[config.mk]
export PLATFORM = sky130hd
export DESIGN_NAME = cau_mult
export DESIGN_NICKNAME = d
export VERILOG_FILES = /design/src/rtl/cau_pkg.sv /design/src/rtl/cau_mult.sv
export SDC_FILE = /design/constraint.sdc
export NUM_CORES = 2
export LEC_CHECK = 0
export ABC_CLOCK_PERIOD_IN_PS = 800
export CAP_MARGIN = 10
export CORE_MARGIN = 4
export CORE_UTILIZATION = 50
export DETAILED_ROUTE_END_ITERATION = 16
export DONT_BUFFER_PORTS = 1
export GPL_ROUTABILITY_DRIVEN = 0
export PLACE_DENSITY = 0.74
export SLEW_MARGIN = 15
export SYNTH_ARGS = -nofsm -noshare
export SYNTH_HDL_FRONTEND = slang
export SYNTH_SLANG_ARGS = --single-unit
[constraint.sdc]
create_clock -name clk -period 0.8 [get_ports clk]
set_input_delay 0.16 -clock clk [delete_from_list [all_inputs] [get_ports clk]]
set_output_delay 0.16 -clock clk [all_outputs]
set_load 0.01 [all_outputs]
[src/rtl/cau_pkg.sv]
// shared types and codes of the complex arithmetic unit
package cau_pkg;

    localparam int OP_W     = 3;
    localparam int STATUS_W = 2;

    typedef enum logic [OP_W-1:0] {
        OP_ADD  = 3'd0,
        OP_SUB  = 3'd1,
        OP_MUL  = 3'd2,
        OP_DIV  = 3'd3,
        OP_NEG  = 3'd4,
        OP_CONJ = 3'd5,
        OP_NOP6 = 3'd6,
        OP_NOP7 = 3'd7
    } cau_op_e;

    typedef enum logic [STATUS_W-1:0] {
        ST_OK   = 2'd0,
        ST_DIVZ = 2'd1,
        ST_SAT  = 2'd2
    } cau_status_e;

    // control that travels with every item through the pipeline
    typedef struct packed {
        logic    valid;
        cau_op_e op;
    } cau_ctrl_t;

endpackage

[src/rtl/cau_mult.sv]
// first stage: all operand products, registered
module cau_mult #(
    parameter int DW = 16
) (
    input  logic                     clk,
    input  logic                     rst_n,
    input  logic                     ce,
    input  cau_pkg::cau_ctrl_t       ctrl,
    input  logic signed [DW-1:0]     a_re,
    input  logic signed [DW-1:0]     a_im,
    input  logic signed [DW-1:0]     b_re,
    input  logic signed [DW-1:0]     b_im,
    output cau_pkg::cau_ctrl_t       ctrl_reg,
    output logic signed [DW-1:0]     a_re_reg,
    output logic signed [DW-1:0]     a_im_reg,
    output logic signed [DW-1:0]     b_re_reg,
    output logic signed [DW-1:0]     b_im_reg,
    output logic signed [2*DW-1:0]   p_rr_reg,
    output logic signed [2*DW-1:0]   p_ii_reg,
    output logic signed [2*DW-1:0]   p_ri_reg,
    output logic signed [2*DW-1:0]   p_ir_reg,
    output logic signed [2*DW-1:0]   p_bb_re_reg,
    output logic signed [2*DW-1:0]   p_bb_im_reg
);
    import cau_pkg::*;

    localparam int PW = 2 * DW;

    // control
    always_ff @(posedge clk or negedge rst_n)
    begin
        if (!rst_n)
        begin
            ctrl_reg <= '{valid: 1'b0, op: OP_ADD};
        end
        else if (ce)
        begin
            ctrl_reg <= ctrl;
        end
    end

    // products and operand copies
    always_ff @(posedge clk)
    begin
        if (ce)
        begin
            a_re_reg    <= a_re;
            a_im_reg    <= a_im;
            b_re_reg    <= b_re;
            b_im_reg    <= b_im;
            p_rr_reg    <= PW'(a_re) * PW'(b_re);
            p_ii_reg    <= PW'(a_im) * PW'(b_im);
            p_ri_reg    <= PW'(a_re) * PW'(b_im);
            p_ir_reg    <= PW'(a_im) * PW'(b_re);
            p_bb_re_reg <= PW'(b_re) * PW'(b_re);
            p_bb_im_reg <= PW'(b_im) * PW'(b_im);
        end
    end

endmodule

==> Word level (Yosys, flattened, before mapping) <==
Index checks and enable logic that the tools add are counted.
{ "op_classes": {"mul": 6} }
{ "ops": {"columns": ["op", "n"], "rows": [
  ["$mul A16 B16 Y32", 6]
]} }
{ "word_totals": {"inputBits": 71, "ff_bits": 260} }

==> Longest topological paths before layout <==
{ "depth": {"word_depth": 1, "depth_mapped": 26, "depth_no_buf": 23} }

==> Worst setup path before layout <==
Ideal clock, no wire load.
{ "synth_timing": {"kind": "input to register", "from": "in b_im[2]", "to": "reg p_ri_reg[31], data pin", "stages": 21, "arrival_ns": 5.870, "setup_time_ns": 0.260, "path_slack_ns": -5.330, "path_cell_list": "clkbuf_1 clkbuf_1 nand2_1 inv_1 fa_1 fa_1 fa_1 fa_1 fa_1 inv_1 fa_1 inv_1 ha_1 clkbuf_1 and3_1 a31oi_1 and3_1 a211o_1 o2111ai_1 a21oi_1 xnor2_1"} }
{ "synth_between": {"elab_chain_len": 1} }
{ "synth_lines": {"columns": ["element", "line", "text"], "rows": [
  ["start, declared", "cau_mult.sv:12", "input logic signed [DW-1:0] b_im,"],
  ["$mul A16 B16 Y32", "cau_mult.sv:53", "p_ri_reg <= PW'(a_re) * PW'(b_im);"],
  ["end signal, assigned", "cau_mult.sv:53", null],
  ["end, declared", "cau_mult.sv:20", "output logic signed [2*DW-1:0] p_ri_reg,"]
]} }
No other way between the ends.
A chain may end at the register's enable or synchronous reset.

==> Worst setup path after layout <==
{ "layout_timing": {"from": "in b_re[3]", "to": "reg p_bb_re_reg[28], data pin"} }
{ "layout_between": {"elab_chain_len": 1} }
{ "layout_lines": {"columns": ["element", "line", "text"], "rows": [
  ["start, declared", "cau_mult.sv:11", "input logic signed [DW-1:0] b_re,"],
  ["$mul A16 B16 Y32", "cau_mult.sv:55", "p_bb_re_reg <= PW'(b_re) * PW'(b_re);"],
  ["end signal, assigned", "cau_mult.sv:55", null],
  ["end, declared", "cau_mult.sv:22", "output logic signed [2*DW-1:0] p_bb_re_reg,"]
]} }
No other way between the ends.

==> impl_metrics.ini <==
[global_routing]
grt_pass1_wl_mm = 284
antenna_found_initial = 7
gr-usage-all-layers_pct = 26.2
grt_pass1_vias = 54000
grt_max_degree = 257
grt-ovfl-total = 0

[worst_hold_path]
min_from = ce
min_to = p_bb_im_reg[5]
whs_path_depth = 0
holdCritPathClass = in2reg

[clocking]
htreeDepth = 2
cts_root_buf = clkbuf_16
cts_tree = done
clk_latency_ps = 570
cts.sinks = 256
ctsHoldBuffers = 73
cts_buffers = 34
clkSlewWorstSetupHoldPaths_ps = 60
cts_buffer_depth = 3

[synthesis]
postSynth.asyncResetShare_pct = 1.56
synthesis.instances = 6671
synth_edf_count = 252
ys_types = 74
syn_area_mm2 = 0.0651
yosys-top-cells-area = fa_1 (47%), edfxtp_1 (12%), inv_1 (10%)
synthFlopType = edfxtp_1
yosysSeqAreaShare_pct = 11.8
synth-seq-cells = 256
avgSynthCellArea_um2 = 9.76
synth_top_area_share_pct = 46.6
synth_area_leader_cell = fa_1
ys_warn_count = 0

[floorplanning]
initial_core_util_pct = 50.3
die_w_um = 369
dieArea_mm2 = 0.136
die_y_um = 369
ioPinCount = 331
core_mm2 = 0.129
rows = 132

[place]
place_area_mm2 = 0.0746
io_buffers = 0
dpl.cell_count = 8858
hpwl_mm = 123

[job]
max_cap_viol_count = 0

[layout]
fin_util_pct = 61.5
multiInputGateArea_mm2 = 0.0548
fin_area_mm2 = 0.0797
syn2layout_area_growth_pct = 22.3
layout_commonest_cell = inv_1
layout_common_cells = inv_1 (1668), fa_1 (1455), buf_4 (715)
register_area_mm2 = 0.00767
fillerInstances = 10000
fin_nets = 9388
drive_gt1_share_pct = 23.6
fin_cells = 9067

[drt]
drt_wl_total_mm = 172
ant_nets = 0
first_pass_iters = 5
drc = 0
via_per_inst = 5.24
drtIter0Drc = 2905
num_vias = 47500
routedWlPerCell_um = 19.0

[timing]
hold_viol = 56
maxSlewViolCount = 0
finalCritPeriodShare_pct = 658
rsz0062_at_grt = yes
final.min_clock_period_ps = 5260
tightest_slew_ps = 1000
skew_ps = 0
slew_headroom_pct = 33.0
holdWs_ps = -196
layout_setup_ws_ps = -4460
max_freq_mhz = 190
setup_viol = 449

[run_status]
outcome = complete, but fails checks
violations = negative hold slack, negative setup slack

[worst_setup_path]
crit_path_start_kind = input pin
worstSetupPathType = in2reg
cp_cell_sequence = and2_4, inv_1, fa_1, inv_1, fa_1, fa_1, fa_1, fa_1, inv_2, fa_1, inv_2, ha_4, nand4_1, or3_4, o311ai_4, a2111oi_4, buf_4, buf_4, o21ai_4, nand4b_1, o311ai_1
rr_endpoint = ctrl_reg[0]
arrival_ps = 5670
endpoint_kind = flip-flop
ff2ff_setup_slack_ps = 50
crit_start = b_re[3]
cp_max_fo = 47
path_buf_inv = 6
cpMaxStageDelayCell = fa_1
rr_worst_depth = 1
cp_common_cell = fa_1
r2r-start = ctrl_reg[0]
critical_path_required_ps = 1200
cpLargestDelayFamily = adder cells
critPathMaxStageDelay_ps = 520
[worst max path at each step]
| stage | endpoint | slack [ps] | depth (start not counted) |
|---|---|---|---|
| final | p_bb_re_reg[28] | -4460 | 21 |
| after global routing | p_bb_re_reg[30] | -4560 | 19 |
| after CTS | p_bb_re_reg[30] | -4300 | 20 |
| after detailed placement | p_bb_re_reg[29] | -5210 | 23 |
| after global placement | p_bb_re_reg[29] | -5050 | 23 |
| after floorplan | p_bb_re_reg[30] | -4830 | 22 |
[metal layers]
metal,vias up,part of all wire [%],global-route usage (%)
met1,24600,40,34.0
met2,1671,49,44.7
met4,4,3.7,8.74
met5,-,0.020,0
li1,20900,-,-
met3,368,7.1,4.58
[through the flow]
stage,worst slack (ps),setup TNS [ps]
finish,-4460,-699330
global route,-4560,-727060
CTS,-4300,-696150
detailed placement,-5210,-694970
global placement,-5050,-687310
floorplan,-4830,-657760
[kinds of logic (layout without fill, tap and decap cells)]
logic type	count (synthesis)	count (layout)	synth area share, %
AO/OA/AOI/OAI	451	451	4.58
other	1	7	0.00576
adder cells (fa/ha/maj)	2021	2021	56.3
multiplexers	10	10	0.163
buffers and inverters	2065	2713	11.9
XOR/XNOR	220	220	2.96
flip-flops	256	256	11.8
AND/OR/NAND/NOR	1647	1647	12.3
[timing repair]
item | in CTS | in global routing
gates resized for setup | 416 | 191
pin swaps | 323 | 174
endpoints found under the hold margin | 336 | 256
buffers inserted | 74 | 37
endpoints found under the setup margin | 431 | 450
cloned | 2 | 0
[synth_stat cells (4+ instances only)]
cell type / instances
mux2_2: 5
nand2_1: 681
and2_1: 579
edfxtp_1: 252
o2111ai_1: 4
nor2b_1: 12
buf_4: 4
or2_2: 8
mux2i_1: 5
or3_1: 4
a31o_2: 11
a21o_1: 42
o21a_1: 20
fa_1: 1517
o21bai_1: 26
nor3_1: 40
a31oi_1: 26
and3_1: 13
buf_1: 8
nand2b_1: 34
clkbuf_1: 268
a221oi_1: 4
ha_1: 504
nand4_1: 13
dfrtp_1: 4
a21boi_0: 5
a211oi_1: 33
o21ai_0: 87
o21ai_1: 6
o41ai_1: 6
o311ai_0: 4
o211ai_1: 15
nor4_1: 10
nand3_1: 29
a2111oi_0: 6
nor2_1: 214
xnor2_1: 174
a211o_1: 8
a21oi_1: 116
xor2_1: 46
inv_1: 1782
[cell type report]
cell class,instances,area share (%)
multi-input combinational,4351,68.8
sequential,256,9.62
timing repair buffer,870,8.96
inverter,1783,8.46
tap,1742,2.74
clock buffer,36,1.08
clock inverter,24,0.306
antenna,5,0.0157
Power is not shown: default switching activity piles up to over one toggle a cycle in this logic, so the estimate is an artifact.
