<file path="config.mk">
export PLATFORM = sky130hd
export DESIGN_NAME = cau_div_stage
export DESIGN_NICKNAME = d
export VERILOG_FILES = /design/src/rtl/cau_pkg.sv /design/src/rtl/cau_div_stage.sv
export SDC_FILE = /design/constraint.sdc
export NUM_CORES = 1
export LEC_CHECK = 0
export ABC_AREA = 1
export BUFFER_PORTS_ARGS = -buffer_cell sky130_fd_sc_hd__buf_2
export CAP_MARGIN = 20
export CORE_AREA = 2 2 215 217
export CTS_BUF_LIST = sky130_fd_sc_hd__clkbuf_16
export DETAILED_ROUTE_END_ITERATION = 8
export DIE_AREA = 0 0 217 219
export SLEW_MARGIN = 40
export SYNTH_ARGS = -nofsm -noshare
export SYNTH_HDL_FRONTEND = slang
export SYNTH_SLANG_ARGS = --single-unit
</file>
<file path="constraint.sdc">
create_clock -name clk -period 0.8 [get_ports clk]
set_input_delay 0.16 -clock clk [delete_from_list [all_inputs] [get_ports clk]]
set_output_delay 0.16 -clock clk [all_outputs]
set_load 0.02 [all_outputs]
</file>
<file path="src/rtl/cau_pkg.sv">
// shared types and codes of the complex arithmetic unit
package cau_pkg;

    localparam int OP_W     = 3;
    localparam int STATUS_W = 2;

    typedef enum logic [OP_W-1:0] {
        OP_ADD  = 3'd0,
        OP_SUB  = 3'd1,
        OP_MUL  = 3'd2,
        OP_DIV  = 3'd3,
        OP_NEG  = 3'd4,
        OP_CONJ = 3'd5,
        OP_NOP6 = 3'd6,
        OP_NOP7 = 3'd7
    } cau_op_e;

    typedef enum logic [STATUS_W-1:0] {
        ST_OK   = 2'd0,
        ST_DIVZ = 2'd1,
        ST_SAT  = 2'd2
    } cau_status_e;

    // control that travels with every item through the pipeline
    typedef struct packed {
        logic    valid;
        cau_op_e op;
    } cau_ctrl_t;

endpackage

</file>
<file path="src/rtl/cau_div_stage.sv">
// one restoring-division step: quotient bit IDX of both parts
module cau_div_stage #(
    parameter int DW  = 16,
    parameter int FB  = 8,
    parameter int IDX = 0
) (
    input  logic                     clk,
    input  logic                     rst_n,
    input  logic                     ce,
    input  cau_pkg::cau_ctrl_t       ctrl,
    input  logic                     neg_re,
    input  logic                     neg_im,
    input  logic                     dz,
    input  logic [2*DW-1:0]          den,
    input  logic [3*DW+FB:0]         rem_re,
    input  logic [3*DW+FB:0]         rem_im,
    input  logic [DW+1:0]            q_re,
    input  logic [DW+1:0]            q_im,
    output cau_pkg::cau_ctrl_t       ctrl_reg,
    output logic                     neg_re_reg,
    output logic                     neg_im_reg,
    output logic                     dz_reg,
    output logic [2*DW-1:0]          den_reg,
    output logic [3*DW+FB:0]         rem_re_reg,
    output logic [3*DW+FB:0]         rem_im_reg,
    output logic [DW+1:0]            q_re_reg,
    output logic [DW+1:0]            q_im_reg
);
    import cau_pkg::*;

    localparam int CW = 3 * DW + FB + 1;

    logic [CW-1:0]   dsh;
    logic            is_div;
    logic            take_re;
    logic            take_im;
    logic [CW-1:0]   rem_re_next;
    logic [CW-1:0]   rem_im_next;
    logic [DW+1:0]   q_re_next;
    logic [DW+1:0]   q_im_next;

    // trial subtract of the shifted divisor
    always_comb
    begin
        dsh         = CW'(den) << IDX;
        is_div      = (ctrl.op == OP_DIV);
        take_re     = is_div && (rem_re >= dsh);
        take_im     = is_div && (rem_im >= dsh);
        rem_re_next = take_re ? rem_re - dsh : rem_re;
        rem_im_next = take_im ? rem_im - dsh : rem_im;
        q_re_next      = q_re;
        q_im_next      = q_im;
        q_re_next[IDX] = take_re;
        q_im_next[IDX] = take_im;
    end

    // control
    always_ff @(posedge clk or negedge rst_n)
    begin
        if (!rst_n)
        begin
            ctrl_reg <= '{valid: 1'b0, op: OP_ADD};
        end
        else if (ce)
        begin
            ctrl_reg <= ctrl;
        end
    end

    // payload
    always_ff @(posedge clk)
    begin
        if (ce)
        begin
            neg_re_reg <= neg_re;
            neg_im_reg <= neg_im;
            dz_reg     <= dz;
            den_reg    <= den;
            rem_re_reg <= rem_re_next;
            rem_im_reg <= rem_im_next;
            q_re_reg   <= q_re_next;
            q_im_reg   <= q_im_next;
        end
    end

endmodule

</file>
## Yosys cells after proc, flatten, opt, wreduce, memory -nomap -nowiden

Index checks and enable logic that the tools add are counted.

- Bits in registers: 189
- Latch bits: 0
- Memory bits (writable): 0
- ROM bits: 0
- Input port bits: 192
- Logic and storage cells: 19
- Memories: 0

- $add $sub $neg: 2
- Multiply operators: 0
- Div/mod/pow operators: 0
- Order comparisons: 2
- Equal/unequal tests: 1
- Shift-type cells: 0
- Multiplexer cells: 2
- Bitwise gates (word level): 0
- Reduce and logical (&&, ||, !) cells: 2

Operators by type and width:

| kind | count |
|---|---|
| 57-bit by 32-bit greater-or-equal comparator with 1-bit output | 2 |
| 57-bit 2-to-1 mux | 2 |
| 57-bit by 32-bit subtractor with 57-bit output | 2 |
| 3-bit by 2-bit == test with 1-bit output, second input constant | 1 |
| 1-bit logical AND | 2 |

## Longest topological paths before layout

- Depth in word-level cells: 3
- Gate-level depth with buffers: 17
- Depth with buffers taken out: 16

## Worst setup path after synthesis

No wires, ideal clock.

- Path type: input to register
- From: input port den[11]
- To: register rem_re_reg[35], data pin
- Setup time: 0.252 ns
- Data arrival time: 1.769 ns
- Required time: 0.548 ns
- Setup slack: -1.222 ns
- Stages on the path: 15
- Cell sequence: inv_1 > ha_1 > nand2_1 > nor2_2 > nand2_1 > nor3_2 > nand2_1 > nand3_2 > nand2_2 > nand2_4 > nand2_2 > buf_6 > buf_6 > nand2_1 > nand2_1

- Longest elaborated chain between the ends: 3
- Elaborated cells between the ends (all ways): 4

Ends and longest elaborated chain:

| what | line | RTL |
|---|---|---|
| start, declared | cau_div_stage.sv:14 | `input logic [2*DW-1:0] den,` |
| 57-bit by 32-bit greater-or-equal comparator with 1-bit output | cau_div_stage.sv:47 | `take_re = is_div && (rem_re >= dsh);` |
| 1-bit logical AND | cau_div_stage.sv:47 |  |
| 57-bit 2-to-1 mux (*) | cau_div_stage.sv:49 | `rem_re_next = take_re ? rem_re - dsh : rem_re;` |
| via rem_re_next[35] | cau_div_stage.sv:37 | `logic [CW-1:0] rem_re_next;` |
| end signal, assigned | cau_div_stage.sv:79 | `rem_re_reg <= rem_re_next;` |
| end, declared | cau_div_stage.sv:24 | `output logic [3*DW+FB:0] rem_re_reg,` |

The timed path passes the listed nets; every way through them passes the cells marked *.
A chain may end at the register's enable or synchronous reset.

## Worst setup path after layout

- From: input port den[18]
- To: register rem_re_reg[32], data pin

Same word-level chain as after synthesis.

==> flow_summary.ini <==
[floorplan]
ioPinCount = 381
start_util_pct = 34.8
die_y_um = 219
coreArea_um2 = 45100
fp.dieArea_um2 = 47500
die_w_um = 217
rows = 78

[route]
wl_per_cell_um = 16.8
drt-initial-drc-count = 1262
ant_nets = 0
drcViolationCount = 0
vias = 18500
routed_wl_um = 67600
viasPerCell = 4.60
firstDrtPassIters = 8

[layout]
fin_nets = 3670
drive_gt1_share_pct = 29.6
post-route-util_pct = 53.9
fill_cells = 4562
finalInstanceArea_um2 = 24300
register_area_um2 = 5660
syn2layout_area_growth_pct = 54.8
multi_input_area_um2 = 8780

[global_routing]
grt_pass1_vias = 18400
grt_util_met2_pct = 51.3
top_usage_layer = met2
grt.met3_usage_pct = 3.42
grt_pass1_wl_um = 102000
antenna_found_initial = 1
grt.overflow.total = 0
grtUsageMet1_pct = 35.0
grt_start_max_net_pins = 35
track_usage_pct = 28.4

[yosys]
synth-seq-area-share_pct = 36.0
netlist-cell-type-count = 35
ys_top_cells_by_count = nand2_1, inv_1, nor2_1
syn_area_um2 = 15700
synthTopCellsByArea = edfxtp_1, nand2_1, inv_1
synth.net_count = 2739
synth_top_cell_by_area = edfxtp_1
synth_edf_count = 185
synthArstFlopShare_pct = 2.12
synthFlopType = edfxtp_1
yosys_warnings = 0
synth_cells = 2481
yosysMostFrequentCell = nand2_1
avgSynthCellArea_um2 = 6.33
synth_top_area_share_pct = 35.4
ys_ff_latch = 189

[power]
power.total_mw = 33.3
power_density_nw_per_um2 = 1370
vdd_ir_drop_max_v = 0.00156
p_leak_nw = 13.1

[worst_hold_path]
worstHoldPathType = input pin to flip-flop

[worst_setup_path]
path_buf_inv = 4
cp_cell_sequence = buf_2 -> inv_1 -> ha_4 -> nand2_1 -> inv_2 -> nand2_1 -> nor2_1 -> nand2_1 -> nand3_2 -> nand2_4 -> nand2_4 -> nand2_2 -> buf_12 -> nand2_1 -> nand2_1
worst_path_dominant_cell_family = simple AND/OR/NAND/NOR gates
rr_endpoint = ctrl_reg[2]
startpoint_type = input pin
cp.required_ns = 1.05
r2r_setup_slack_ns = -0.01
end_kind = flip-flop
crit_fanout = 29
crit_slowest_cell = ha_4
crit_end = rem_re_reg[32]
cp.depth = 15
critPathLaunch = den[18]
worst_r2r_path_depth = 1
timing.rr.start = ctrl_reg[2]
crit_path_frequent_cell = nand2_1
crit_type = input pin to flip-flop
cp.arrival_ns = 2.14
cp_slowest_stage_delay_ns = 0.35

[outcome]
violations = setup timing
outcome = complete, but fails checks

[sta]
finalHoldViolations = 0
fin_worst_skew_ns = 0
setup_ws_ns = -1.09
slew_viol_final = 0
worst_pin_slew_ns = 0.427
min_period_over_period_pct = 236
final-setup-viol-count = 306
fin_crit_ns = 1.89
max_slew_margin_pct = 71.3
rsz0062_at_grt = true
max_freq_ghz = 0.529

[clock_tree]
clockBufferDepth = 2
cts_sinks = 189
h-tree-depth = 4
cts_tree = built
clkLatencyLatePin_ns = 0.51
clk_pin_slew_ns = 0.07
cts-root-buf = clkbuf_16
cts_made_buffers = 17

[place]
dpl-instance-area_um2 = 22000
dp.final_hpwl_um = 57000
io_buffers = 378
gp_congestion = 0.987

[run]
drv_cap = 0
-- stage by stage --
step | hold slack (ns) | std cells | setup slack [ns] | TNS, ns
after detailed placement | -0.0313 | 3867 | -1.74 | -223.53
after CTS | 0.00107 | 4024 | -1.03 | -193.81
after global placement | -0.0304 | 3867 | -1.71 | -218.21
final | 0.00785 | 4026 | -1.09 | -195.64
after floorplan | -0.136 | 2481 | -1.20 | -134.45
after global routing | 0.0134 | 4026 | -1.21 | -217.13
-- layer usage --
metal,vias to the layer above,share of wire [%]
met1,8512,43
met4,0,2.6
li1,9412,-
met2,552,50
met3,63,5.1
met5,-,0
-- timing repair --
| item | 4_1_cts | 5_1_grt |
|---|---|---|
| resized for setup | 75 | 21 |
| hold buffers | 121 | 0 |
| hold endpoints to repair | 123 | 0 |
| pin swaps | 7 | 2 |
| buffers inserted | 4 | 1 |
| setup endpoints to repair | 305 | 307 |
-- where the power goes --
part           switching (mW)  leakage, nW  internal (mW)
Combinational            7.10         11.0           5.16
Sequential              0.259         1.85           11.9
Clock                    4.69        0.298           4.26
-- area by class of cell --
cell class	count	share of cell area, %
multi-input cells	1782	36.1
repair buffers	939	27.4
flip-flops and latches	189	23.3
inverters	483	7.51
well taps	600	3.09
clock buffers	17	1.75
clock inverters	15	0.773
diodes	1	0.0103
-- placed cells by master (no fill, tap or decap), types with 4 or more instances in the layout --
cell	synthesis	layout
mux2_2	4	4
buf_6	10	8
edfxtp_1	185	185
nor2_4	1	9
a21oi_1	23	19
inv_1	469	464
a21oi_2	1	4
nor2_1	235	202
clkbuf_16	0	17
nand4_1	31	31
xor2_1	45	45
ha_1	64	26
nor2_2	11	36
buf_12	0	16
dlygate4sd3_1	0	121
buf_4	1	423
and2_1	4	4
ha_4	0	38
inv_2	13	15
nor3_1	12	12
nand3b_1	9	9
nand2_1	1162	1132
buf_2	11	370
nand2_2	4	32
nand3_2	2	6
clkinv_8	0	5
nand3_1	154	149
nand2_4	2	4
dfrtp_2	0	4
nor4_1	4	4
-- kinds of logic (layout without fill, tap and decap cells) --
| family | after synthesis | in the layout | share of synthesized area (%) |
|---|---|---|---|
| AOI/OAI and AO/OA | 29 | 29 | 1.04 |
| buffers and inverters | 510 | 1454 | 12.8 |
| adders and majority gates | 66 | 66 | 5.36 |
| muxes | 4 | 4 | 0.287 |
| other | 0 | 1 | 0 |
| xor gates and xnor gates | 47 | 47 | 2.62 |
| and+or+nand+nor | 1636 | 1636 | 41.9 |
| DFF | 189 | 189 | 36.0 |
-- how the worst min path moves through the flow --
stage,startpoint,endpoint,slack [ns],depth (start not counted)
after global placement,rst_n,ctrl_reg[0],-0.03,1
after CTS,rem_re[10],rem_re_reg[10],0.001,3
after detailed placement,rst_n,ctrl_reg[0],-0.03,1
after floorplan,rst_n,ctrl_reg[0],-0.14,0
final,rem_re[10],rem_re_reg[10],0.008,3
after global routing,rem_re[16],rem_re_reg[16],0.01,3
(Power assumes the default switching activity.)
