===== config.mk =====
export PLATFORM = sky130hd
export DESIGN_NAME = cau_sat
export DESIGN_NICKNAME = d
export VERILOG_FILES = /design/src/rtl/cau_pkg.sv /design/src/rtl/cau_sat.sv
export SDC_FILE = /design/constraint.sdc
export NUM_CORES = 1
export LEC_CHECK = 0
export BUFFER_PORTS_ARGS = -buffer_cell sky130_fd_sc_hd__buf_2
export CORE_AREA = 2 2 116 73
export CTS_CLUSTER_DIAMETER = 200
export DETAILED_ROUTE_END_ITERATION = 12
export DIE_AREA = 0 0 118 75
export PLACE_DENSITY_LB_ADDON = 0.25
export SETUP_SLACK_MARGIN = 0.2
export SYNTH_ARGS = -nofsm -noshare
export SYNTH_HDL_FRONTEND = slang
export SYNTH_SLANG_ARGS = --single-unit

===== constraint.sdc =====
create_clock -name clk -period 1.1 [get_ports clk]
set_clock_uncertainty 0.15 [all_clocks]
set_input_delay 0.165 -clock clk [delete_from_list [all_inputs] [get_ports clk]]
set_output_delay 0.165 -clock clk [all_outputs]
set_load 0.03 [all_outputs]

===== src/rtl/cau_pkg.sv =====
// shared types and codes of the complex arithmetic unit
package cau_pkg;

    localparam int OP_W     = 3;
    localparam int STATUS_W = 2;

    typedef enum logic [OP_W-1:0] {
        OP_ADD  = 3'd0,
        OP_SUB  = 3'd1,
        OP_MUL  = 3'd2,
        OP_DIV  = 3'd3,
        OP_NEG  = 3'd4,
        OP_CONJ = 3'd5,
        OP_NOP6 = 3'd6,
        OP_NOP7 = 3'd7
    } cau_op_e;

    typedef enum logic [STATUS_W-1:0] {
        ST_OK   = 2'd0,
        ST_DIVZ = 2'd1,
        ST_SAT  = 2'd2
    } cau_status_e;

    // control that travels with every item through the pipeline
    typedef struct packed {
        logic    valid;
        cau_op_e op;
    } cau_ctrl_t;

endpackage


===== src/rtl/cau_sat.sv =====
// last stage: result select, saturation, status, output register
module cau_sat #(
    parameter int DW = 16,
    parameter int FB = 8
) (
    input  logic                     clk,
    input  logic                     rst_n,
    input  logic                     ce,
    input  cau_pkg::cau_ctrl_t       ctrl,
    input  logic                     neg_re,
    input  logic                     neg_im,
    input  logic                     dz,
    input  logic [3*DW+FB:0]         rem_re,
    input  logic [3*DW+FB:0]         rem_im,
    input  logic [DW+1:0]            q_re,
    input  logic [DW+1:0]            q_im,
    output logic                     valid_reg,
    output logic signed [DW-1:0]     r_re_reg,
    output logic signed [DW-1:0]     r_im_reg,
    output logic [cau_pkg::STATUS_W-1:0] status_reg
);
    import cau_pkg::*;

    localparam int CW = 3 * DW + FB + 1;
    localparam logic [CW-1:0] HALF = CW'(1) << (DW - 1);

    logic [CW-1:0]   mag_re;
    logic [CW-1:0]   mag_im;
    logic [DW-1:0]   sat_re;
    logic [DW-1:0]   sat_im;
    logic            clip_re;
    logic            clip_im;
    cau_status_e     status_next;

    // clamp one sign-magnitude part to the signed field range
    function automatic logic [DW:0] clamp(input logic neg, input logic [CW-1:0] mag);
        logic [CW-1:0] neg_mag;
        logic [DW:0]   res;
        neg_mag = -mag;
        if (neg)
        begin
            if (mag > HALF)
                res = {1'b1, 1'b1, {(DW-1){1'b0}}};
            else
                res = {1'b0, neg_mag[DW-1:0]};
        end
        else
        begin
            if (mag > HALF - CW'(1))
                res = {1'b1, 1'b0, {(DW-1){1'b1}}};
            else
                res = {1'b0, mag[DW-1:0]};
        end
        return res;
    endfunction

    // quotient for division, plain magnitude otherwise
    always_comb
    begin
        mag_re = (ctrl.op == OP_DIV) ? CW'(q_re) : rem_re;
        mag_im = (ctrl.op == OP_DIV) ? CW'(q_im) : rem_im;
        {clip_re, sat_re} = clamp(neg_re, mag_re);
        {clip_im, sat_im} = clamp(neg_im, mag_im);
        priority if (dz)
            status_next = ST_DIVZ;
        else if (clip_re || clip_im)
            status_next = ST_SAT;
        else
            status_next = ST_OK;
    end

    // output valid
    always_ff @(posedge clk or negedge rst_n)
    begin
        if (!rst_n)
        begin
            valid_reg <= 1'b0;
        end
        else if (ce)
        begin
            valid_reg <= ctrl.valid;
        end
    end

    // output payload
    always_ff @(posedge clk)
    begin
        if (ce)
        begin
            r_re_reg   <= dz ? '0 : $signed(sat_re);
            r_im_reg   <= dz ? '0 : $signed(sat_im);
            status_reg <= status_next;
        end
    end

endmodule


---- After elaboration in Yosys (flattened, before gate mapping) ----
Cells that the tools add are included.
word-level totals
  register bits after elaboration ......... 35
  input port bits ......................... 160
  output and inout bits ................... 35
operators by class
  $add $sub $neg .......................... 2
  order comparisons ....................... 4
  equality and inequality tests ........... 1
  multiplexer cells ....................... 9
  reductions and logical operators ........ 1
operator list
  cell                                                              number
  greater-than comparator 57 x 15 -> 1 bit (second input constant)  2
  greater-than comparator 57 x 16 -> 1 bit (second input constant)  2
  two-way mux 57 bit                                                2
  two-way mux 17 bit                                                6
  negator 16 bit                                                    2
  == test 3 x 2 -> 1 bit (second input constant)                    1
  two-way mux 2 bit                                                 1
  logical OR 1 bit                                                  1

---- Depth between registers and ports, before layout ----
  word-level depth ........................ 7
  gate-level depth with buffers ........... 15
  gate-level depth less buffers ........... 9

---- Worst setup path after synthesis ----
OpenSTA, ideal clock, no wires.
  kind .................................... input -> register
  start ................................... input ctrl[2] in the netlist's numbering
  end ..................................... register r_im_reg[11], data pin
  arrival ................................. 2867 ps
  required time ........................... 817 ps
  path slack .............................. -2049 ps
  stages .................................. 14
  path through ............................ and3b_1 > buf_6 > buf_12 > buf_8 > buf_6 > buf_4 > mux2i_1 > ha_1 > and4b_1 > a41oi_2 > nor3_2 > o22a_2 > nor3b_4 > a22o_1
between the ends
  cells in the longest elaborated chain, start to end .. 5
  elaborated cells on any way between the ends .. 8
  those cells by class .................... add/sub (1); order compare (2); eq/ne (1); mux (4)
ends and longest elaborated chain
  element                                                           RTL line                      text
  start: declaration                                                cau_sat.sv:9                  input cau_pkg::cau_ctrl_t ctrl,
  == test 3 x 2 -> 1 bit (*)                                        cau_sat.sv:61                 mag_im = (ctrl.op == OP_DIV) ? CW'(q_im) : rem_im;
  two-way mux 57 bit (*)                                            cau_sat.sv:61
  greater-than comparator 57 x 15 -> 1 bit (tied with other cells)  cau_sat.sv:49                 if (mag > HALF - CW'(1))
  two-way mux 17 bit, on equally long branches                      cau_sat.sv:49, cau_sat.sv:42
  two-way mux 17 bit (*)                                            cau_sat.sv:40                 if (neg)
  end signal: assignment                                            cau_sat.sv:91                 r_im_reg <= dz ? '0 : $signed(sat_im);
  end: declaration                                                  cau_sat.sv:19                 output logic signed [DW-1:0] r_im_reg,
Every way passes the cells marked *; elsewhere a longest branch is shown, timed or not.
A chain may end at the register's enable or synchronous reset.

---- Worst setup path after layout ----
  start ................................... input ctrl[2] in the netlist's numbering
  end ..................................... register r_re_reg[4], data pin
between the ends
  cells in the longest elaborated chain, start to end .. 5
  elaborated cells on any way between the ends .. 8
  those cells by class .................... add/sub (1); order compare (2); eq/ne (1); mux (4)
ends and longest elaborated chain
  element                                                           RTL line                      text
  == test 3 x 2 -> 1 bit (*)                                        cau_sat.sv:60                 mag_re = (ctrl.op == OP_DIV) ? CW'(q_re) : rem_re;
  two-way mux 57 bit (*)                                            cau_sat.sv:60
  greater-than comparator 57 x 15 -> 1 bit (tied with other cells)  cau_sat.sv:49
  two-way mux 17 bit, on equally long branches                      cau_sat.sv:49, cau_sat.sv:42
  two-way mux 17 bit (*)                                            cau_sat.sv:40
  end signal: assignment                                            cau_sat.sv:90                 r_re_reg <= dz ? '0 : $signed(sat_re);
  end: declaration                                                  cau_sat.sv:18                 output logic signed [DW-1:0] r_re_reg,
Marks and branches as above.

==> impl_metrics.csv <==
group,metric,value,unit
setup_path,cp.required,1070,ps
place,routabilityCongestion,0.9564,
synth,seq_area_frac_synth,29.93,%
timing,worst_slack,-1358,ps
global_routing,overflow,0,
power,power.density,827.8,nW/um2
cells_and_area,instances_no_fill,851,
cells_and_area,area_growth,87.90,%
run_status,violations,"negative hold slack, negative setup slack",
clock_network,clockBufferDepth,2,
place,dp.cells,824,
clock_network,cts_tree,"yes",
setup_path,end_kind,"register",
hold_path,worstHoldStart,"ctrl[3]",
cells_and_area,multiInputGateArea,2570,um2
floorplanning,initial_core_util,45.23,%
detailed_routing,dr.pass1.iters,5,
power,total_power,5.436,mW
power,power_switching,1.753,mW
clock_network,numCtsBuffers,5,
timing,maxSlewHeadroom,68.64,%
setup_path,cp_max_fo,17,
global_routing,grt_pass1_vias,4789,
synth,netlist.area_leader.share,29.22,%
timing,fmax,406.9,MHz
synth,ys.flop_type,"edfxtp_1",
cells_and_area,ff_latch_area,1047,um2
power,clkPwrFrac,30.9,%
cells_and_area,final_nets,906,
power,leakage,2.878,nW
detailed_routing,drt_wl_total,17590,um
clock_network,root_buffer,"clkbuf_16",
synth,synthArstFlopShare,2.857,%
setup_path,r2r-end,"valid_reg",
setup_path,cp_cell_sequence,"buf_6 > and3b_2 > buf_6 > buf_4 > buf_12 > mux2_2 > nor2_1 > and3_4 > o22a_4 > buf_6 > buf_6 > a21oi_2 > nor2_1",
synth,synth_area_leaders,"edfxtp_1 (29%), mux2i_1 (9.7%), nor4_1 (4.7%)",
detailed_routing,avgRoutedWirePerCell,20.67,um
place,post-dp-hpwl,12490,um
setup_path,worstPathArrival,2430,ps
timing,worst_hold_slack,-24.85,ps
setup_path,r2r_setup_slack,150,ps
floorplanning,core,7726,um2
clock_network,clk_pin_slew,60,ps
synth,yosysTopAreaCell,"edfxtp_1",
power,ir_drop,0.0006134,V
synth,yosysUniqueCellTypes,62,
timing,min_period_over_period,223.4,%
floorplanning,dieWidth,118,um
run,drv_cap,0,
floorplanning,die_area,8850,um2
clock_network,htreeDepth,2,
global_routing,grt_antenna_before_repair,0,
synth,syn_area,3495,um2
synth,syn_nets,556,
power,swShare,32.24,%
power,internal_power,3.683,mW
timing,period_minus_slack,2458,ps
setup_path,cpMostUsedCell,"buf_6",
global_routing,grt_pass1_wl,24920,um
detailed_routing,ant_nets,0,
synth,yosysWarnings,0,
synth,yosysMostFrequentCell,"nor2_1",
timing,finalHoldViolCount,1,
timing,setup_viol,68,
detailed_routing,via_count,5119,
hold_path,min_to,"valid_reg",
setup_path,crit_family,"simple AND/OR/NAND/NOR gates",
power,power_frac_comb,38.8,%
setup_path,cpMaxStageDelayCell,"mux2_2",
timing,final_max_slew_viol_count,0,
setup_path,reg2reg_depth,1,
hold_path,min_path_type,"in -> reg",
floorplanning,die_y,75,um
power,p_seq_share,30.2,%
setup_path,critPathKind,"in -> reg",
floorplanning,core.rowCount,25,
synth,synthCells,392,
synth,synth_common_cells,"nor2_1 (40), nand2_1 (37), edfxtp_1 (34), mux2i_1 (34), a21oi_1 (27)",
clock_network,cts.sinks,35,
setup_path,r2r_start,"valid_reg",
synth,synth.avg_cell_area,8.915,um2
detailed_routing,drc_errors,0,
place,port_buffers,194,
timing,max_slew.worst_pin.slew,467.6,ps
clock_network,insertion_delay,290,ps
detailed_routing,via_per_inst,6.015,
clock_network,holdBufCountCts,1,
global_routing,grt_start_max_net_pins,28,
cells_and_area,fillers,433,
run_status,status,"finished, violations left",
setup_path,critPathLaunchType,"primary input",
detailed_routing,drt_iter0_markers,587,
timing,rsz0062_at_grt,"yes",
synth,synth_enable_flop_cells,34,
hold_path,hold_path_depth,2,
cells_and_area,drive_gt1_share,59.22,%
cells_and_area,n_antenna_cell,0,
global_routing,grt_usage,37.15,%
floorplanning,io_pins,195,
setup_path,cp_slowest_stage_delay,360,ps
setup_path,cp_num_buf_inv,6,
synth,synth-seq-cells,35,
==> power by group through the flow <==
stage	clock network, mW	logic [mW]	registers, mW
after global placement	0	1.71	1.64
after floorplan	0	0.506	1.86
after global routing	1.71	2.20	1.65
final	1.68	2.11	1.64
after CTS	1.66	1.97	1.64
after detailed placement	0	1.74	1.64
==> cell families (layout without fill, tap and decap cells) <==
logic type	after synthesis	count (layout)	share of synthesized area, %
mux	46	46	14.46
buf+inv	28	379	4.940
fa+ha+maj	4	4	1.432
simple gates	177	177	27.25
compound gates	88	88	18.48
xor+xnor	14	14	3.509
flops	35	35	29.93
==> area by class of cell <==
type,count,area share (%)
inverter,9,0.5907
clock inverter,3,0.6669
sequential,35,15.95
clock buffer,5,1.905
multi-input combinational,329,39.14
tap,108,2.058
timing repair buffer,362,39.69
==> metrics by stage <==
step | instance area (um2) | setup slack (ps) | hold WS [ps] | setup TNS (ps) | utilization (%)
finish | 6566 | -1358 | -24.85 | -42420 | 84.99
global route | 6566 | -1364 | -6.982 | -44720 | 84.99
CTS | 6460 | -1243 | -39.19 | -39760 | 83.61
detailed placement | 5652 | -1728 | -208.6 | -51210 | 73.15
global placement | 5652 | -1557 | -209.5 | -48240 | 73.15
floorplan | 3531 | -1866 | -280.6 | -56660 | -
==> layer usage <==
layer  routed length, um  track usage, %  vias to the layer above
li1                    -               -                     2227
met1                6834           47.61                     2373
met2                8078           62.60                      452
met3                2151           12.12                       67
met4                 527           8.300                        0
met5                   0               0                        -
==> timing repair <==
item	4_1_cts	5_1_grt
pin swaps	40	15
gates resized for setup	128	19
cloned	1	0
endpoints found under the hold margin	2	1
endpoints found under the setup margin	69	69
buffers inserted	15	2
==> cells in the final DEF, fill, tap and decap left out, types with 5 or more instances in the layout <==
cell,synthesis,final
mux2_2,7,6
mux2i_1,34,28
nand2_1,37,36
inv_1,9,6
buf_6,4,53
buf_2,5,157
edfxtp_1,34,34
nor3_1,25,25
clkbuf_16,0,6
mux2i_2,3,5
a21oi_2,3,11
xnor2_1,6,6
nor4_1,26,26
xor2_1,8,8
a21o_1,7,7
buf_12,1,5
mux2i_4,2,6
o21ai_0,9,8
nand3_1,12,12
a21oi_1,27,18
buf_4,1,145
a22o_1,10,10
nor2_1,40,38
nand4_1,14,14
==> how the worst max path moves through the flow <==
stage,slack [ps],to,cells past startpoint,from
5_1_grt,-1360,r_re_reg[4],14,ctrl[2]
3_3_place_gp,-1560,r_re_reg[5],10,ctrl[2]
2_1_floorplan,-1870,r_im_reg[11],14,ctrl[0]
4_1_cts,-1240,r_im_reg[12],12,ctrl[2]
6_report,-1360,r_re_reg[4],13,ctrl[2]
3_5_place_dp,-1730,r_re_reg[5],10,ctrl[2]
Note: power is estimated with default switching activity, not from simulation.
