===== config.mk =====
export PLATFORM = sky130hd
export DESIGN_NAME = cau_comb
export DESIGN_NICKNAME = d
export VERILOG_FILES = /design/src/rtl/cau_pkg.sv /design/src/rtl/cau_comb.sv
export SDC_FILE = /design/constraint.sdc
export NUM_CORES = 1
export LEC_CHECK = 0
export BUFFER_PORTS_ARGS = -buffer_cell sky130_fd_sc_hd__buf_2
export CAP_MARGIN = 20
export CORE_AREA = 2 2 189 191
export CTS_BUF_LIST = sky130_fd_sc_hd__clkbuf_16
export DETAILED_ROUTE_END_ITERATION = 16
export DIE_AREA = 0 0 191 193
export PLACE_DENSITY = 0.83
export SYNTH_ARGS = -nofsm -noshare
export SYNTH_HDL_FRONTEND = slang
export SYNTH_SLANG_ARGS = --single-unit

===== constraint.sdc =====
create_clock -name clk -period 1.9 [get_ports clk]
set_input_delay 0.38 -clock clk [delete_from_list [all_inputs] [get_ports clk]]
set_output_delay 0.38 -clock clk [all_outputs]
set_load 0.01 [all_outputs]

===== src/rtl/cau_pkg.sv =====
// shared types and codes of the complex arithmetic unit
package cau_pkg;

    localparam int OP_W     = 3;
    localparam int STATUS_W = 2;

    typedef enum logic [OP_W-1:0] {
        OP_ADD  = 3'd0,
        OP_SUB  = 3'd1,
        OP_MUL  = 3'd2,
        OP_DIV  = 3'd3,
        OP_NEG  = 3'd4,
        OP_CONJ = 3'd5,
        OP_NOP6 = 3'd6,
        OP_NOP7 = 3'd7
    } cau_op_e;

    typedef enum logic [STATUS_W-1:0] {
        ST_OK   = 2'd0,
        ST_DIVZ = 2'd1,
        ST_SAT  = 2'd2
    } cau_status_e;

    // control that travels with every item through the pipeline
    typedef struct packed {
        logic    valid;
        cau_op_e op;
    } cau_ctrl_t;

endpackage


===== src/rtl/cau_comb.sv =====
// second stage: sums per opcode, sign-magnitude split, divisor |b|^2
module cau_comb #(
    parameter int DW = 16,
    parameter int FB = 8
) (
    input  logic                     clk,
    input  logic                     rst_n,
    input  logic                     ce,
    input  cau_pkg::cau_ctrl_t       ctrl,
    input  logic signed [DW-1:0]     a_re,
    input  logic signed [DW-1:0]     a_im,
    input  logic signed [DW-1:0]     b_re,
    input  logic signed [DW-1:0]     b_im,
    input  logic signed [2*DW-1:0]   p_rr,
    input  logic signed [2*DW-1:0]   p_ii,
    input  logic signed [2*DW-1:0]   p_ri,
    input  logic signed [2*DW-1:0]   p_ir,
    input  logic signed [2*DW-1:0]   p_bb_re,
    input  logic signed [2*DW-1:0]   p_bb_im,
    output cau_pkg::cau_ctrl_t       ctrl_reg,
    output logic                     neg_re_reg,
    output logic                     neg_im_reg,
    output logic [2*DW-1:0]          mag_re_reg,
    output logic [2*DW-1:0]          mag_im_reg,
    output logic [2*DW-1:0]          den_reg,
    output logic                     dz_reg
);
    import cau_pkg::*;

    localparam int SW = 2 * DW + 1;
    localparam int MW = 2 * DW;

    logic signed [SW-1:0] v_re;
    logic signed [SW-1:0] v_im;
    logic [SW-1:0]        abs_re;
    logic [SW-1:0]        abs_im;
    logic [MW-1:0]        mag_re_next;
    logic [MW-1:0]        mag_im_next;
    logic [MW-1:0]        den_next;

    // exact signed value of each part
    always_comb
    begin
        unique case (ctrl.op)
            OP_ADD:
            begin
                v_re = SW'(a_re) + SW'(b_re);
                v_im = SW'(a_im) + SW'(b_im);
            end
            OP_SUB:
            begin
                v_re = SW'(a_re) - SW'(b_re);
                v_im = SW'(a_im) - SW'(b_im);
            end
            OP_MUL:
            begin
                v_re = SW'(p_rr) - SW'(p_ii);
                v_im = SW'(p_ri) + SW'(p_ir);
            end
            OP_DIV:
            begin
                v_re = SW'(p_rr) + SW'(p_ii);
                v_im = SW'(p_ir) - SW'(p_ri);
            end
            OP_NEG:
            begin
                v_re = -SW'(a_re);
                v_im = -SW'(a_im);
            end
            OP_CONJ:
            begin
                v_re = SW'(a_re);
                v_im = -SW'(a_im);
            end
            default:
            begin
                v_re = '0;
                v_im = '0;
            end
        endcase
    end

    // magnitudes, products truncated toward zero
    always_comb
    begin
        abs_re = v_re[SW-1] ? $unsigned(-v_re) : $unsigned(v_re);
        abs_im = v_im[SW-1] ? $unsigned(-v_im) : $unsigned(v_im);
        if (ctrl.op == OP_MUL)
        begin
            mag_re_next = abs_re[MW-1:0] >> FB;
            mag_im_next = abs_im[MW-1:0] >> FB;
        end
        else
        begin
            mag_re_next = abs_re[MW-1:0];
            mag_im_next = abs_im[MW-1:0];
        end
        den_next = $unsigned(p_bb_re) + $unsigned(p_bb_im);
    end

    // control
    always_ff @(posedge clk or negedge rst_n)
    begin
        if (!rst_n)
        begin
            ctrl_reg <= '{valid: 1'b0, op: OP_ADD};
        end
        else if (ce)
        begin
            ctrl_reg <= ctrl;
        end
    end

    // payload
    always_ff @(posedge clk)
    begin
        if (ce)
        begin
            neg_re_reg <= v_re[SW-1];
            neg_im_reg <= v_im[SW-1];
            mag_re_reg <= mag_re_next;
            mag_im_reg <= mag_im_next;
            den_reg    <= den_next;
            dz_reg     <= (ctrl.op == OP_DIV) && (b_re == '0) && (b_im == '0);
        end
    end

endmodule


==> results of run 1 <==
-- per-layer routing --
metal,GRT usage [%],overflow
met1,61.2,0
met2,80.3,1
met3,33.7,0
met4,46.9,0
met5,16.8,0
-- synthesized netlist by cell type, types with 7 or more instances --
| master | instances |
|---|---|
| o21bai_1 | 16 |
| inv_1 | 109 |
| a21o_1 | 64 |
| a31oi_1 | 39 |
| o41ai_1 | 8 |
| o211ai_1 | 19 |
| a21oi_1 | 199 |
| o22ai_1 | 12 |
| nand4_1 | 25 |
| a41oi_1 | 9 |
| o31ai_1 | 38 |
| o21ai_0 | 142 |
| xor2_1 | 82 |
| clkbuf_1 | 74 |
| or4_1 | 12 |
| a21boi_0 | 8 |
| nand3b_1 | 9 |
| ha_1 | 174 |
| o32ai_1 | 7 |
| o21a_1 | 26 |
| nor4_1 | 29 |
| and4_1 | 10 |
| nand2b_1 | 30 |
| a211oi_1 | 43 |
| and2_1 | 11 |
| o31a_1 | 11 |
| edfxtp_1 | 99 |
| nor3_1 | 68 |
| and3_1 | 31 |
| xnor2_1 | 125 |
| nor2_1 | 235 |
| a211o_1 | 7 |
| nor2b_1 | 27 |
| or2_2 | 10 |
| mux2i_1 | 27 |
| or3_1 | 34 |
| nand2_1 | 154 |
| nor3b_1 | 15 |
| buf_2 | 12 |
| fa_1 | 7 |
| o21ai_1 | 13 |
| nand3_1 | 46 |
-- what timing repair did --
| item | 4_1_cts |
|---|---|
| endpoints found under the setup margin | 87 |
| hold buffers | 1 |
| cloned | 4 |
| pin swaps | 157 |
| buffers inserted | 84 |
| endpoints found under the hold margin | 4 |
| gates resized for setup | 217 |
-- stage by stage --
step / area [um2] / hold slack [ns] / cells
CTS: 27900 / 0.253 / 3904
floorplan: 18000 / 0.0844 / 2256
global placement: 26100 / 0.185 / 3811
detailed placement: 26100 / 0.192 / 3811
-- cells by family after synthesis --
kind of cell,count (synthesis)
and+or+nand+nor,781
DFF,103
AOI/OAI and AO/OA,743
xor gates and xnor gates,207
buffers and inverters,209
adders and majority gates,181
muxes,32
==> impl_metrics.yaml, run 1 <==
synthesis:
  synth_compound_gate_area_share_pct: 28.3
  yosysWarningCount: 0
  yosys.area_share.simple_pct: 23.4
  avgSynthCellArea_um2: 7.66
  yosysTopAreaCellShare_pct: 17.2
  muxShareOfSynthArea_pct: 1.89
  synth_cells: 2256
  yosys.area_share.adder_pct: 13.4
  synth_top_area_cell: "edfxtp_1"
  synth_seq_cells: 103
  yosysUniqueCellTypes: 103
  yosys-top-cells-area: "edfxtp_1 17%, ha_1 13%, xnor2_1 6.3%, a21oi_1 5.8%, nor2_1 5.1%"
  yosys.area_share.xor_xnor_pct: 10.5
  synth-edff-count: 99
  syn_area_mm2: 0.0173
  async_flop_share_pct: 3.88
  synth_top_family_by_area: "compound AO/OA/AOI/OAI gates"
  synth_seq_area_share_pct: 17.8
  synth_ff_type: "edfxtp_1"
  syn-num-nets: 2700
clock_tree:
  cts_buffers: 9
  ctsRootBufferMaster: "clkbuf_16"
  cts_sinks: 103
  ctsHtreeMaxLevel: 3
  ctsLongestPathBuffers: 2
run_status:
  failed_stage: "global routing (5_1_grt)"
  error: "[ERROR GRT-0232] Routing congestion too high. Check the congestion heatmap in the GUI."
  status: "stopped before the end"
global_route:
  grt.total_usage_pct: 57.4
  grt_max_degree: 62
  grt_overflow_total: 1
  antenna_found_initial: 26
placed_design:
  hpwl_mm: 61.3
  port_buffers: 365
  gp_congestion: 1.02
  preCtsSetupSlack_ns: -3.52
floorplan:
  die_height_um: 193
  die-width_um: 191
  pin_count: 366
  rows: 69
  start_util_pct: 49.4
timing:
  worstEndpointType: "sequential cell input"
  worstEndpointGrtRepair: "mag_im_reg[23]$_DFFE_PP_/D"
==> run 2: changes to the inputs <==
Settings changed: CORE_AREA 2 2 189 191 to 2 2 226 228, CTS_BUF_LIST sky130_fd_sc_hd__clkbuf_16 to not set, DIE_AREA 0 0 191 193 to 0 0 228 230, PLACE_DENSITY 0.83 to not set, PLACE_DENSITY_LB_ADDON set to 0.15.
==> run 2 against run 1 <==
Net effect: the flow now finishes, with violations (setup timing); synthesized cell count unchanged; synthesized area unchanged.
==> impl_metrics.yaml, run 2 <==
cells_and_area:
  layout-drive-gt1-share_pct: 48.9
  final_area_mm2: 0.0298
  layout_commonest_cell: "buf_4"
  layout_common_cells: "895 x buf_4, 348 x buf_2, 203 x nor2_1"
  instances_no_fill: 4174
  fin_nets: 3939
  areaGrowthSynthToFinish_pct: 72.6
synthesis:
  async_flop_share_pct: 3.88
  synth_cells: 2256
  syn_area_mm2: 0.0173
  synth_seq_area_share_pct: 17.8
  syn-num-nets: 2700
  yosysUniqueCellTypes: 103
  yosysTopAreaCellShare_pct: 17.2
  avgSynthCellArea_um2: 7.66
  synth_ff_type: "edfxtp_1"
  yosysWarningCount: 0
  yosys-top-cells-area: "edfxtp_1 17%, ha_1 13%, xnor2_1 6.3%, a21oi_1 5.8%, nor2_1 5.1%"
  yosysMostFrequentCell: "nor2_1"
  synth_seq_cells: 103
  synth_top_cells_by_count: "235 x nor2_1, 199 x a21oi_1, 174 x ha_1, 154 x nand2_1, 142 x o21ai_0"
  synth_top_area_cell: "edfxtp_1"
  synth-edff-count: 99
global_route:
  grt.met2_usage_pct: 47.7
  grtUsageMet3_pct: 2.49
  antenna_found_initial: 2
  grt_busiest_layer: "met2"
  grt_overflow_total: 0
  grt.total_usage_pct: 28.2
  grt_max_degree: 62
  grtUsageMet1_pct: 38.4
  first_global_vias: 22086
  grt_pass1_wl_mm: 118
critical_path:
  cp-endpoint: "mag_im_reg[19]"
  arrival_ns: 4.92
  startpoint: "p_ri[3]"
  worstPathMaxFanout: 3
  worstPathRequired_ns: 2.02
  critPathLaunchType: "input pin"
  path_cells: "buf_6, or4_4, or3_4, o41ai_4, xor2_1, ha_1, nand2_2, nor4_4, o2111ai_2, a31oi_4, buf_4, a41oi_2, a21o_1, or4_4, or2_4, nor3_4, buf_6, a21oi_4, xnor2_2, o21ai_1"
  r2r_start: "ctrl_reg[2]"
  timing.rr.end: "ctrl_reg[2]"
  slowest_stage: "or4_4"
  cp-end-kind: "flop"
  criticalPathCategory: "input pin to flop"
  r2r_cells: 1
  reg2reg_slack_ns: 1.15
  slowest_delay_ns: 0.57
timing:
  hold_viol_final: 0
  clock.fmax_mhz: 208
  rsz0062_at_grt: "true"
  period_minus_slack_ns: 4.80
  tns_ns: -182.99
  max-slew-margin-rel_pct: 42.2
  slew_violations: 0
  fin_skew_ns: 0
  setup_viol: 86
  fin_ws_ns: -2.90
  worst_pin_slew_ns: 0.867
  timing.final.crit_share_pct: 253
detailed_routing:
  drt_pass1_iterations: 5
  ant_nets: 0
  via_count: 22268
  wl_per_cell_um: 18.6
  drt_iter0_markers: 1215
  drc_errors: 0
  viasPerCell: 5.33
  drt_wl_total_mm: 77.6
floorplan:
  pin_count: 366
  die-width_um: 228
  die-area_mm2: 0.0524
  core_area_mm2: 0.0499
  start_util_pct: 34.7
  rows: 82
  die_height_um: 230
clock_tree:
  clk-insertion-delay-late_ns: 0.38
  cts_tree: "done"
  cts_buffers: 9
  cts_sinks: 103
  ctsLongestPathBuffers: 2
  ctsHtreeMaxLevel: 3
  path_clk_slew_ns: 0.08
  ctsRootBufferMaster: "clkbuf_16"
power:
  finalPower_uw: 16900
  power.density_mw_per_mm2: 566
  ir_drop_mv: 0.467
  power_leakage_uw: 0.0139
placed_design:
  hpwl_mm: 63.5
  port_buffers: 365
  placed_area_mm2: 0.0267
  placedCellCount: 4050
  preCtsSetupSlack_ns: -3.47
  gp_congestion: 0.947
run_status:
  status: "complete, but fails checks"
  violations: "setup timing"
run:
  max-cap-violations: 0
worst_hold_path:
  hold_class: "input pin to flop"
run 2: cell counts after synthesis:
No cell type changed its count.
run 2: worst min-delay path by stage:
stage,from,endpoint,slack (ns),cells after the start
CTS,ctrl[3],ctrl_reg[3],0.22,2
finish,ctrl[3],ctrl_reg[3],0.23,2
global placement,rst_n,ctrl_reg[2],0.19,1
floorplan,rst_n,ctrl_reg[0],0.08,0
global route,ctrl[3],ctrl_reg[3],0.23,2
detailed placement,rst_n,ctrl_reg[2],0.19,1
run 2: critical path: cells and delay by family:
family | cells | cell delay (ns)
simple gates | 7 | 2.40
compound gates | 7 | 1.09
buf+inv | 3 | 0.39
fa+ha+maj | 1 | 0.35
xor+xnor | 2 | 0.28
run 2: repair_timing:
item                                    in CTS  in global routing
buffers inserted                            82                 43
endpoints found under the setup margin      86                 87
endpoints found under the hold margin        4                  0
hold buffers                                 1                  0
cloned                                       3                  0
gates resized for setup                    221                200
pin swaps                                  154                119
run 2: through the flow:
step	util, %	hold WS (ns)
floorplan	-	0.0844
global placement	53.6	0.186
detailed placement	53.6	0.191
CTS	57.5	0.217
global route	59.8	0.231
finish	59.8	0.233
run 2: layer usage:
metal	vias up	wire length, um
li1	10910	-
met1	10590	35400
met2	662	36400
met3	104	3760
met4	2	2050
met5	-	13
run 2: kinds of logic after synthesis:
| family | count (synthesis) | synth area share (%) |
|---|---|---|
| and+or+nand+nor | 781 | 23.4 |
| muxes | 32 | 1.89 |
| adders and majority gates | 181 | 13.4 |
| DFF | 103 | 17.8 |
| AOI/OAI and AO/OA | 743 | 28.3 |
| buffers and inverters | 209 | 4.69 |
| xor gates and xnor gates | 207 | 10.5 |
run 2: area by class of cell:
type	instances	area [um2]
fill	4479	20000
multi-input combinational	1944	15600
timing repair buffer	1321	9510
sequential	103	3070
tap	672	841
inverter	115	449
clock buffer	10	229
clock inverter	6	77.6
timing repair inverter	1	16.3
antenna	2	5.00
run 2: power breakdown:
part | internal (uW) | switching (uW)
clock network | 1050 | 951
registers | 3090 | 158
logic | 5760 | 5870
total | 9900 | 6980
Note: power is estimated with default switching activity, not from simulation.
==> run 3: changes to the inputs <==
Settings changed: CTS_CLUSTER_DIAMETER set to 50, RECOVER_POWER set to 50.
==> run 3 against run 2 <==
Net effect: critical endpoint unchanged; setup slack got worse by 0.012 ns; the flow still finishes with violations (setup timing); clock skew unchanged; critical path type unchanged; hold slack got worse by 0.0020 ns; flip-flop and latch count unchanged; wire length about the same; die area unchanged; combinational power about the same; global-route usage unchanged; first-iteration DRC count decreased by 6.0%.
==> impl_metrics.yaml, run 3 (same netlist as run 2, synthesis figures left out) <==
critical_path:
  timing.rr.end: "ctrl_reg[2]"
  critPathLaunchType: "input pin"
  worstPathRequired_ns: 2.02
  cp-end-kind: "flop"
  startpoint: "p_ri[3]"
  worstPathMaxFanout: 3
  arrival_ns: 4.93
  criticalPathCategory: "input pin to flop"
  r2r_cells: 1
  reg2reg_slack_ns: 1.15
  cp-endpoint: "mag_im_reg[19]"
  r2r_start: "ctrl_reg[2]"
power:
  clkPwrFrac_pct: 11.8
  ir_drop_mv: 0.468
  p_seq_share_pct: 19.3
  pwr-share-comb_pct: 68.9
  p_sw_share_pct: 41.4
  power_leakage_uw: 0.0138
  power.density_mw_per_mm2: 567
  netSwitchingPower_uw: 6970
  p_int_uw: 9870
placed_design:
  gp_congestion: 0.947
  hpwl_mm: 63.5
  port_buffers: 365
  preCtsSetupSlack_ns: -3.47
timing:
  slew_violations: 0
  worst_pin_slew_ns: 0.888
  hold_viol_final: 0
  fin_skew_ns: 0
  setup_viol: 87
  whs_ns: 0.231
  clock.fmax_mhz: 208
  max-slew-margin-rel_pct: 40.8
  timing.final.crit_share_pct: 253
  rsz0062_at_grt: "true"
  period_minus_slack_ns: 4.81
  fin_ws_ns: -2.91
global_route:
  grt_pass1_wl_mm: 118
  antenna_found_initial: 2
  grt_overflow_total: 0
  grt.total_usage_pct: 28.2
  first_global_vias: 22086
  grt_max_degree: 62
clock_tree:
  clk-insertion-delay-late_ns: 0.38
  ctsHtreeMaxLevel: 3
  cts_tree: "done"
  ctsLongestPathBuffers: 2
  path_clk_slew_ns: 0.08
  cts_sinks: 103
  cts_buffers: 9
  ctsRootBufferMaster: "clkbuf_16"
floorplan:
  die-area_mm2: 0.0524
  pin_count: 366
  die-width_um: 228
  rows: 82
  die_height_um: 230
  core_area_mm2: 0.0499
  start_util_pct: 34.7
detailed_routing:
  viasPerCell: 5.32
  drt_wl_total_mm: 77.6
  via_count: 22201
  drc_errors: 0
  wl_per_cell_um: 18.6
  ant_nets: 0
  drt_iter0_markers: 1142
  drt_pass1_iterations: 5
cells_and_area:
  layout_common_cells: "894 x buf_4, 346 x buf_2, 203 x nor2_1"
  fin_nets: 3939
  layout-drive-gt1-share_pct: 48.7
  areaGrowthSynthToFinish_pct: 72.0
  layout_commonest_cell: "buf_4"
run:
  max-cap-violations: 0
run_status:
  violations: "setup timing"
  status: "complete, but fails checks"
worst_hold_path:
  hold_class: "input pin to flop"
[run 3: cell count changes in the layout (fill, tap and decap cells not counted)]
cell | before | now
buf_4 | 895 | 894
clkinv_1 | 2 | 3
buf_12 | 14 | 8
clkbuf_1 | 1 | 5
buf_2 | 348 | 346
diode_2 | 2 | 1
fa_2 | 1 | 0
fa_1 | 6 | 7
inv_2 | 7 | 6
clkbuf_2 | 0 | 5
ha_4 | 14 | 13
ha_1 | 157 | 158
[run 3: per-layer routing]
layer / vias up / track usage [%] / wire, um
met5: - / 0 / 13
met4: 2 / 8.05 / 2090
met3: 102 / 2.49 / 3470
met2: 655 / 47.7 / 36300
met1: 10545 / 38.4 / 35600
li1: 10897 / - / -
[run 3: critical path, cell delays in order]
cell and delay [ns]:
buf_6 0.09, or4_4 0.57, or3_4 0.39, o41ai_4 0.30
xor2_1 0.11, ha_1 0.35, nand2_2 0.10, nor4_4 0.35
o2111ai_2 0.23, a31oi_4 0.21, buf_4 0.14, a41oi_2 0.03
a21o_1 0.19, or4_4 0.55, or2_4 0.26, nor3_4 0.19
buf_6 0.16, a21oi_4 0.06, xnor2_2 0.18, o21ai_1 0.08
[run 3: cell type report]
| type | instances | area (um2) |
|---|---|---|
| clock buffer | 10 | 229 |
| tap | 672 | 841 |
| inverter | 115 | 449 |
| timing repair inverter | 1 | 16.3 |
| multi-input combinational | 1944 | 15600 |
| clock inverter | 6 | 77.6 |
| timing repair buffer | 1321 | 9410 |
| sequential | 103 | 3070 |
| fill | 4498 | 20100 |
| antenna | 1 | 2.50 |
[run 3: worst min-delay path by stage]
stage,from,end,slack [ns],depth (start not counted)
after CTS,ctrl[3],ctrl_reg[3],0.22,2
final,ctrl[3],ctrl_reg[3],0.23,2
after detailed placement,rst_n,ctrl_reg[2],0.19,1
after global routing,ctrl[3],ctrl_reg[3],0.23,2
after global placement,rst_n,ctrl_reg[2],0.19,1
after floorplan,rst_n,ctrl_reg[0],0.08,0
[run 3: power groups by stage]
stage               combinational (uW)  sequential (uW)  clock [uW]
detailed placement                9930             3310           0
finish                           11600             3250        1990
global route                     12500             3280        2100
CTS                              10900             3260        2030
global placement                  9830             3300           0
floorplan                         4900             3490           0
[run 3: what timing repair did]
action	in CTS	in global routing
endpoints found under the setup margin	86	87
hold endpoints to repair	4	0
buffers inserted	82	43
pin swaps	154	119
hold buffers	1	0
resized for setup	221	200
gates cloned	3	0
[run 3: through the flow]
step / std cells / area, um2 / util, % / total power (uW) / TNS [ns]
after global placement: 4050 / 26700 / 53.6 / 13100 / -228.07
after CTS: 4138 / 28700 / 57.5 / 16200 / -184.71
after detailed placement: 4050 / 26700 / 53.6 / 13200 / -234.63
after global routing: 4172 / 29700 / 59.6 / 17900 / -198.77
final: 4173 / 29700 / 59.6 / 16800 / -184.57
after floorplan: 2256 / 18000 / - / 8390 / -187.76
